==> src/rtl/fgc_pkg.sv <==
// fgc_pkg: shared types, constants and register codes for the footswitch gesture classifier
// used by fgc_csr, fgc_update and footswitch_gesture_classifier; no dependencies

package fgc_pkg;

   localparam int NUM_SWITCHES_DEF = 8;

   localparam int SWITCH_W   = 3;
   localparam int HELD_W     = 16;
   localparam int US_W       = 24;
   localparam int MASK_W     = 8;
   localparam int CSR_ADDR_W = 4;
   localparam int CSR_DATA_W = 32;

   localparam logic [US_W-1:0]   TAP_WINDOW_RST     = 24'd500000;
   localparam logic [HELD_W-1:0] HOLD_THRESHOLD_RST = 16'd1000;
   localparam logic [MASK_W-1:0] SUPPRESS_MASK_RST  = 8'd0;

   typedef enum logic [1:0] {
      REG_TAP_WINDOW     = 2'd0,
      REG_HOLD_THRESHOLD = 2'd1,
      REG_SUPPRESS_MASK  = 2'd2
   } reg_index_type;

   typedef struct packed {
      logic [SWITCH_W-1:0] switch_index;
      logic                pressed;
      logic                released;
      logic [HELD_W-1:0]   held_ms;
      logic [US_W-1:0]     elapsed_us;
   } req_data_type;

   typedef struct packed {
      logic [SWITCH_W-1:0] switch_out;
      logic                single_press;
      logic                double_tap;
      logic                release_event;
      logic                hold_event;
   } rsp_data_type;

   typedef struct packed {
      logic [US_W-1:0]   tap_window_us;
      logic [HELD_W-1:0] hold_threshold_ms;
      logic [MASK_W-1:0] suppress_mask;
   } cfg_type;

endpackage

==> src/rtl/fgc_csr.sv <==
// fgc_csr: configuration registers behind an apb-style port
// depends on fgc_pkg

module fgc_csr
   import fgc_pkg::*;
(
   input  logic                  clock,
   input  logic                  reset,
   input  logic                  psel,
   input  logic                  penable,
   input  logic                  pwrite,
   input  logic [CSR_ADDR_W-1:0] paddr,
   input  logic [CSR_DATA_W-1:0] pwdata,
   output logic [CSR_DATA_W-1:0] prdata,
   output logic                  pready,
   output cfg_type               cfg
);

   cfg_type       cfg_ff;
   cfg_type       cfg_in;
   reg_index_type reg_sel;
   logic          wr_en;

   assign pready  = 1'b1;
   assign reg_sel = reg_index_type'(paddr[3:2]);
   assign wr_en   = psel && penable && pwrite;

   always_comb begin
      cfg_in = cfg_ff;
      if (wr_en) begin
         case (reg_sel)
            REG_TAP_WINDOW:     cfg_in.tap_window_us     = pwdata[US_W-1:0];
            REG_HOLD_THRESHOLD: cfg_in.hold_threshold_ms = pwdata[HELD_W-1:0];
            REG_SUPPRESS_MASK:  cfg_in.suppress_mask     = pwdata[MASK_W-1:0];
            default:            cfg_in = cfg_ff;
         endcase
      end
   end

   always_comb begin
      case (reg_sel)
         REG_TAP_WINDOW:     prdata = {{(CSR_DATA_W-US_W){1'b0}}, cfg_ff.tap_window_us};
         REG_HOLD_THRESHOLD: prdata = {{(CSR_DATA_W-HELD_W){1'b0}}, cfg_ff.hold_threshold_ms};
         REG_SUPPRESS_MASK:  prdata = {{(CSR_DATA_W-MASK_W){1'b0}}, cfg_ff.suppress_mask};
         default:            prdata = '0;
      endcase
   end

   always_ff @(posedge clock) begin
      if (reset) begin
         cfg_ff.tap_window_us     <= TAP_WINDOW_RST;
         cfg_ff.hold_threshold_ms <= HOLD_THRESHOLD_RST;
         cfg_ff.suppress_mask     <= SUPPRESS_MASK_RST;
      end else begin
         cfg_ff <= cfg_in;
      end
   end

   assign cfg = cfg_ff;

endmodule

==> src/rtl/fgc_update.sv <==
// fgc_update: per-switch state (tap window, countdown, hold guard) and the combinational classifier
// depends on fgc_pkg

module fgc_update
   import fgc_pkg::*;
#(
   parameter int NUM_SWITCHES = NUM_SWITCHES_DEF
)
(
   input  logic         clock,
   input  logic         reset,
   input  logic         upd_en,
   input  req_data_type item,
   input  cfg_type      cfg,
   output rsp_data_type result
);

   localparam int IDX_W = (NUM_SWITCHES > 1) ? $clog2(NUM_SWITCHES) : 1;

   logic            armed_ff  [NUM_SWITCHES];
   logic            armed_in  [NUM_SWITCHES];
   logic [US_W-1:0] window_ff [NUM_SWITCHES];
   logic [US_W-1:0] window_in [NUM_SWITCHES];
   logic            fired_ff  [NUM_SWITCHES];
   logic            fired_in  [NUM_SWITCHES];

   logic [5:0]       sw_ext;
   logic [IDX_W-1:0] idx;
   logic             in_range;
   logic             cur_armed;
   logic [US_W-1:0]  cur_window;
   logic             cur_fired;
   logic             masked;
   logic             dbl;
   logic             single;
   logic             hold;
   logic [US_W-1:0]  counted;

   assign sw_ext   = {3'b000, item.switch_index};
   assign idx      = sw_ext[IDX_W-1:0];
   assign in_range = sw_ext < 6'(NUM_SWITCHES);

   assign cur_armed  = armed_ff[idx];
   assign cur_window = window_ff[idx];
   assign cur_fired  = fired_ff[idx];

   assign masked  = cfg.suppress_mask[item.switch_index];
   assign dbl     = in_range && item.pressed && cur_armed && (cur_window != '0);
   assign single  = in_range && item.pressed && !(dbl && masked);
   assign hold    = in_range && (item.held_ms >= cfg.hold_threshold_ms) && !cur_fired;
   // saturating countdown
   assign counted = (cur_window > item.elapsed_us) ? cur_window - item.elapsed_us : '0;

   always_comb begin
      for (int i = 0; i < NUM_SWITCHES; i++) begin
         armed_in[i]  = armed_ff[i];
         window_in[i] = window_ff[i];
         fired_in[i]  = fired_ff[i];
      end
      if (upd_en && in_range) begin
         if (hold) begin
            fired_in[idx] = 1'b1;
         end
         if (item.released) begin
            fired_in[idx] = 1'b0;
         end
         if (cur_armed) begin
            window_in[idx] = counted;
            armed_in[idx]  = (counted != '0);
         end
         if (item.pressed) begin
            if (dbl) begin
               armed_in[idx]  = 1'b0;
               window_in[idx] = '0;
            end else begin
               armed_in[idx]  = 1'b1;
               window_in[idx] = cfg.tap_window_us;
            end
         end
      end
   end

   always_ff @(posedge clock) begin
      if (reset) begin
         for (int i = 0; i < NUM_SWITCHES; i++) begin
            armed_ff[i]  <= 1'b0;
            window_ff[i] <= '0;
            fired_ff[i]  <= 1'b0;
         end
      end else begin
         for (int i = 0; i < NUM_SWITCHES; i++) begin
            armed_ff[i]  <= armed_in[i];
            window_ff[i] <= window_in[i];
            fired_ff[i]  <= fired_in[i];
         end
      end
   end

   always_comb begin
      result.switch_out    = item.switch_index;
      result.single_press  = single;
      result.double_tap    = dbl;
      result.release_event = item.released;
      result.hold_event    = hold;
   end

   // a double tap closes the window of its switch
   a_dbl_disarms: assert property (@(posedge clock) disable iff (reset)
      upd_en && dbl |=> !armed_ff[$past(idx)])
      else $error("double tap left switch armed");

   // a fired hold without a release sets the guard
   a_hold_guard: assert property (@(posedge clock) disable iff (reset)
      upd_en && hold && !item.released |=> fired_ff[$past(idx)])
      else $error("hold guard not set");

   // a double tap on an unmasked switch still reports the press
   a_unmasked_single: assert property (@(posedge clock) disable iff (reset)
      upd_en && dbl && !masked |-> single)
      else $error("single press lost on unmasked switch");

   // switches beyond the configured count raise no press or hold events
   a_out_of_range: assert property (@(posedge clock) disable iff (reset)
      upd_en && !in_range |-> !single && !dbl && !hold)
      else $error("event on out-of-range switch");

endmodule

==> src/rtl/footswitch_gesture_classifier.sv <==
// footswitch_gesture_classifier: top level, input register, result register and csr port
// depends on fgc_pkg, fgc_csr, fgc_update
//
// channel  | handshake                   | payload
// ---------+-----------------------------+----------------------------------------
// req      | req_valid / req_stall       | req_data  (switch, edges, held, elapsed)
// rsp      | rsp_valid / rsp_stall       | rsp_data  (switch, press/tap/release/hold)
// csr      | psel/penable/pwrite, pready | paddr, pwdata, prdata (3 registers)
//
// one transaction per cycle sustained while rsp_stall is low; a poll passes through the
// input register, then the result register, before it shows up on rsp
// the per-switch read-modify-write sits between the input and result registers, so
// back-to-back polls of the same switch always see the updated state
// synchronous reset clears switch state and loads the register defaults
// a stalled result holds; the input register keeps taking polls until it is full too

module footswitch_gesture_classifier
   import fgc_pkg::*;
#(
   parameter int NUM_SWITCHES = NUM_SWITCHES_DEF
)
(
   input  logic                  clock,
   input  logic                  reset,
   // poll input
   input  logic                  req_valid,
   output logic                  req_stall,
   input  req_data_type          req_data,
   // event output
   output logic                  rsp_valid,
   input  logic                  rsp_stall,
   output rsp_data_type          rsp_data,
   // configuration
   input  logic                  psel,
   input  logic                  penable,
   input  logic                  pwrite,
   input  logic [CSR_ADDR_W-1:0] paddr,
   input  logic [CSR_DATA_W-1:0] pwdata,
   output logic [CSR_DATA_W-1:0] prdata,
   output logic                  pready
);

   cfg_type      cfg;
   rsp_data_type upd_result;

   // input register
   logic         s1_valid_ff;
   logic         s1_valid_in;
   req_data_type s1_data_ff;
   req_data_type s1_data_in;

   // result register
   logic         out_valid_ff;
   logic         out_valid_in;
   rsp_data_type out_data_ff;
   rsp_data_type out_data_in;

   logic out_free;
   logic s1_adv;
   logic accept;

   // result slot is free when empty or being taken this cycle
   assign out_free  = !out_valid_ff || !rsp_stall;
   assign s1_adv    = s1_valid_ff && out_free;
   assign req_stall = s1_valid_ff && !out_free;
   assign accept    = req_valid && !req_stall;

   always_comb begin
      s1_valid_in = s1_valid_ff;
      s1_data_in  = s1_data_ff;
      if (accept) begin
         s1_valid_in = 1'b1;
         s1_data_in  = req_data;
      end else if (s1_adv) begin
         s1_valid_in = 1'b0;
      end
   end

   always_comb begin
      out_valid_in = out_valid_ff;
      out_data_in  = out_data_ff;
      if (s1_adv) begin
         out_valid_in = 1'b1;
         out_data_in  = upd_result;
      end else if (!rsp_stall) begin
         out_valid_in = 1'b0;
      end
   end

   always_ff @(posedge clock) begin
      if (reset) begin
         s1_valid_ff  <= 1'b0;
         out_valid_ff <= 1'b0;
      end else begin
         s1_valid_ff  <= s1_valid_in;
         out_valid_ff <= out_valid_in;
      end
   end

   // payload registers need no reset
   always_ff @(posedge clock) begin
      s1_data_ff  <= s1_data_in;
      out_data_ff <= out_data_in;
   end

   fgc_csr u_csr (
      .clock   (clock),
      .reset   (reset),
      .psel    (psel),
      .penable (penable),
      .pwrite  (pwrite),
      .paddr   (paddr),
      .pwdata  (pwdata),
      .prdata  (prdata),
      .pready  (pready),
      .cfg     (cfg)
   );

   // state commits on the same edge that the result is registered
   fgc_update #(
      .NUM_SWITCHES (NUM_SWITCHES)
   ) u_update (
      .clock  (clock),
      .reset  (reset),
      .upd_en (s1_adv),
      .item   (s1_data_ff),
      .cfg    (cfg),
      .result (upd_result)
   );

   assign rsp_valid = out_valid_ff;
   assign rsp_data  = out_data_ff;

endmodule
==> config.mk <==
export PLATFORM = sky130hd
export DESIGN_NAME = footswitch_gesture_classifier
export DESIGN_NICKNAME = d
export VERILOG_FILES = /design/src/rtl/fgc_pkg.sv /design/src/rtl/fgc_csr.sv /design/src/rtl/fgc_update.sv /design/src/rtl/footswitch_gesture_classifier.sv
export SDC_FILE = /design/constraint.sdc
export NUM_CORES = 1
export LEC_CHECK = 0
export BUFFER_PORTS_ARGS = -buffer_cell sky130_fd_sc_hd__buf_4
export CORE_MARGIN = 4
export CORE_UTILIZATION = 45
export DETAILED_ROUTE_END_ITERATION = 10
export PLACE_DENSITY = 0.6
export REMOVE_ABC_BUFFERS = 1
export SLEW_MARGIN = 20
export SYNTH_ARGS = -nofsm -noshare
export SYNTH_HDL_FRONTEND = slang
export SYNTH_SLANG_ARGS = --single-unit
==> constraint.sdc <==
create_clock -name clock -period 4.92 [get_ports clock]
set_input_delay 0.492 -clock clock [delete_from_list [all_inputs] [get_ports clock]]
set_output_delay 0.492 -clock clock [all_outputs]
set_load 0.01 [all_outputs]
==> flow_summary.toml <==
[power]
combPwrFrac = 0.088
p_int_w = 0.004527
p_per_area_mw_per_mm2 = 326.6
vdd_drop_max_uv = 267.0
switching_share = 0.2485
switchingPower_w = 0.001497
power_frac_clock = 0.465
p_seq_frac = 0.447
p_leak_nw = 6.856

[clock_tree]
cts_tree = "yes"
insertion_delay_ns = 0.54
postCtsSetupBuffers = 0
cts_root_buffer = "clkbuf_16"
cts.sinks = 313
clk_path_buf_depth = 3
htreeDepth = 2
cts.clk_slew.worst_paths_ns = 0.06
cts_buffers = 36

[floorplan]
die_w_um = 195.9
boundaryPins = 130
start_util = 0.4576
core-area_mm2 = 0.03471
row_count = 68
fp.dieArea_mm2 = 0.03837
chipHeight_um = 195.9

[worst_setup_path]
cp_cell_sequence = "buf_12 > mux4_2 > mux2_2 > ha_1 > a21oi_1 > o221ai_1 > a221o_1 > a21oi_4 > o21ai_0 > xor2_1 > or4_1 > nor4_4 > buf_12 > o22ai_1"
cp_common_cell = "buf_12"
ff2ff_setup_slack_ns = 0.22
end_kind = "register"
critPathMaxFanout = 17
r2r_cells = 14
arrival_ns = 5.11
timing.critical_path.from_type = "register"
crit_path_top_delay_cell = "mux4_2"
path_class = "reg -> reg"
cpPeakStageDelay_ns = 0.59
crit_required_ns = 5.33
regToRegEndpoint = "u_update.armed_ff[4]"

[logic_synthesis]
synth_cells = 1688
synth_edf_count = 52
synthesis.area_mm2 = 0.01589
synth-seq-cells = 313
ys.flop_type = "dfxtp_1"
async_reset_ff_frac = 0
synth-seq-area-share = 0.4272
synth.distinct_cells = 72
syn_area_per_cell_um2 = 9.411
ys_warn_count = 0

[timing]
timing.final.crit_share = 0.9557
worst_pin_slew_ns = 1.055
rsz0062_at_grt = "false"
hold_violations = 0
setup-tns-final_ns = 0
finalMaxSlewViolations = 0
setup_viol = 0
holdWs_ns = 0.1280
layout_min_cycle_time_ns = 4.702
fin_skew_ns = 0.01622
maxSlewHeadroom = 0.2944
fmax_ghz = 0.2127
worst_slack_ns = 0.2178

[cells_and_area]
antenna-diode-count = 0
fillers = 3181
syn_to_final_growth_pct = 16.09
post_route_cells_drive_above_1_share = 0.1925
fin_cells = 2242
nets = 1890

[detailed_routing]
ant_nets = 0
drt-initial-drc-count = 1615
wl_mm = 57.05
first_pass_iters = 5
wl_per_cell_um = 25.45
avgViaCountPerCell = 6.445
vias = 14450
remaining_drc_errors = 0

[hold_path]
hp-start = "req_data[27]"
min_to = "s1_data_ff[27]"
hold_path.class = "in -> reg"
hold_depth = 1

[placement]
pre_cts_slack_ns = 0.1562
dp_cells = 2177
routabilityCongestion = 0.9108
io_buffers = 110
dpl.hpwl_mm = 37.18

[global_routing]
grt_max_degree = 65
grt_pass1_vias = 13970
antenna_found_initial = 2
globalRouteOverflowTotal = 0
grt_usage = 0.2879
grt_pass1_wl_mm = 86.19

[run]
cap_violations = 0

[outcome]
status = "finished clean"
worst max-delay path: cells and delay by family, from the launching register on:
kind | cells | cell delay [ns]
and+or+nand+nor | 2 | 0.89
muxes | 2 | 0.92
DFF | 1 | 0.50
xor gates and xnor gates | 1 | 0.17
adders and majority gates | 1 | 0.39
AOI/OAI and AO/OA | 6 | 1.26
buffers and inverters | 2 | 0.42
per-layer routing:
layer | share of wire | vias up | global-route usage | wire length [um]
li1 | - | 6453 | - | -
met1 | 0.41 | 7079 | 0.3885 | 23310
met2 | 0.46 | 771 | 0.4535 | 26200
met3 | 0.095 | 143 | 0.06543 | 5442
met4 | 0.036 | 4 | 0.1096 | 2067
met5 | 0.00060 | - | 0 | 34
what timing repair did:
item	4_1_cts	5_1_grt
endpoints found under the setup margin	0	9
hold buffers	0	0
resized for setup	0	2
Yosys cell counts, types with 14 or more instances:
library cell / instances / area, um^2
ha_1: 41 / 513.0
o21ai_0: 46 / 230.2
mux4_2: 54 / 1216
o21ai_1: 21 / 105.1
buf_2: 20 / 100.1
mux2_2: 26 / 292.8
a22oi_1: 29 / 217.7
a21oi_1: 91 / 455.4
edfxtp_1: 52 / 1562
nand4_1: 20 / 125.1
nand2_1: 338 / 1269
a211oi_1: 14 / 105.1
nor2_1: 80 / 300.3
nand3_1: 40 / 200.2
dfxtp_1: 261 / 5225
a32oi_1: 16 / 140.1
mux2i_1: 30 / 300.3
o221ai_1: 118 / 1033
inv_1: 56 / 210.2
a31oi_1: 15 / 93.84
clkbuf_1: 85 / 319.1
cell families (layout without fill, tap and decap cells):
| kind of cell | count (synthesis) | in the layout | share of synthesized area |
|---|---|---|---|
| AOI/OAI and AO/OA | 433 | 433 | 0.1988 |
| DFF | 313 | 313 | 0.4272 |
| xor gates and xnor gates | 20 | 20 | 0.01103 |
| adders and majority gates | 42 | 42 | 0.03355 |
| buffers and inverters | 185 | 277 | 0.04954 |
| other | 2 | 9 | 0.0004727 |
| and+or+nand+nor | 583 | 583 | 0.1656 |
| muxes | 110 | 110 | 0.1139 |
power by group through the flow:
stage	combinational (W)	sequential (W)	clock [W]
final	0.000530	0.00269	0.00280
after global routing	0.000566	0.00270	0.00294
after CTS	0.000521	0.00269	0.00282
after detailed placement	0.000520	0.00275	0
after global placement	0.000512	0.00275	0
after floorplan	0.000248	0.00276	0
per-stage QoR:
step	util	power, W	instance area (um^2)
after CTS	0.5311	0.006038	18440
after global routing	0.5313	0.006200	18440
after floorplan	-	0.003012	15340
final	0.5313	0.006024	18440
after detailed placement	0.4961	0.003268	17220
after global placement	0.4961	0.003260	17220
final cells by class:
class	count	area (um^2)	area share
Multi-Input combinational cell	1197	8428	0.4570
Timing Repair Buffer	155	1226	0.06649
Clock inverter	15	186.4	0.01011
Clock buffer	50	1026	0.05563
Tap cell	455	569.3	0.03087
Inverter	57	215.2	0.01167
Sequential cell	313	6792	0.3682
layout by cell type (no fill, tap or decap), types with 14 or more instances in the layout:
cell / count
buf_4: 150
mux2_2: 26
clkbuf_16: 38
a211oi_1: 14
o21ai_0: 45
nand4_1: 20
edfxtp_1: 52
mux4_2: 54
o21ai_1: 22
a31oi_1: 15
a22oi_1: 29
nand2_1: 338
o221ai_1: 118
ha_1: 41
inv_1: 55
nand3_1: 40
a32oi_1: 16
dfxtp_1: 259
mux2i_1: 30
a21oi_1: 84
nor2_1: 78
how the worst max path moves through the flow:
stage | slack [ns] | depth (start not counted) | end | start
floorplan | -1.64 | 12 | u_update.armed_ff[4] | register
global route | 0.006 | 14 | u_update.window_ff[0][23] | register
global placement | 0.26 | 13 | u_update.armed_ff[2] | register
finish | 0.22 | 14 | u_update.armed_ff[4] | register
CTS | 0.17 | 13 | u_update.armed_ff[4] | register
detailed placement | 0.16 | 13 | u_update.armed_ff[4] | register
(Power assumes the default switching activity.)
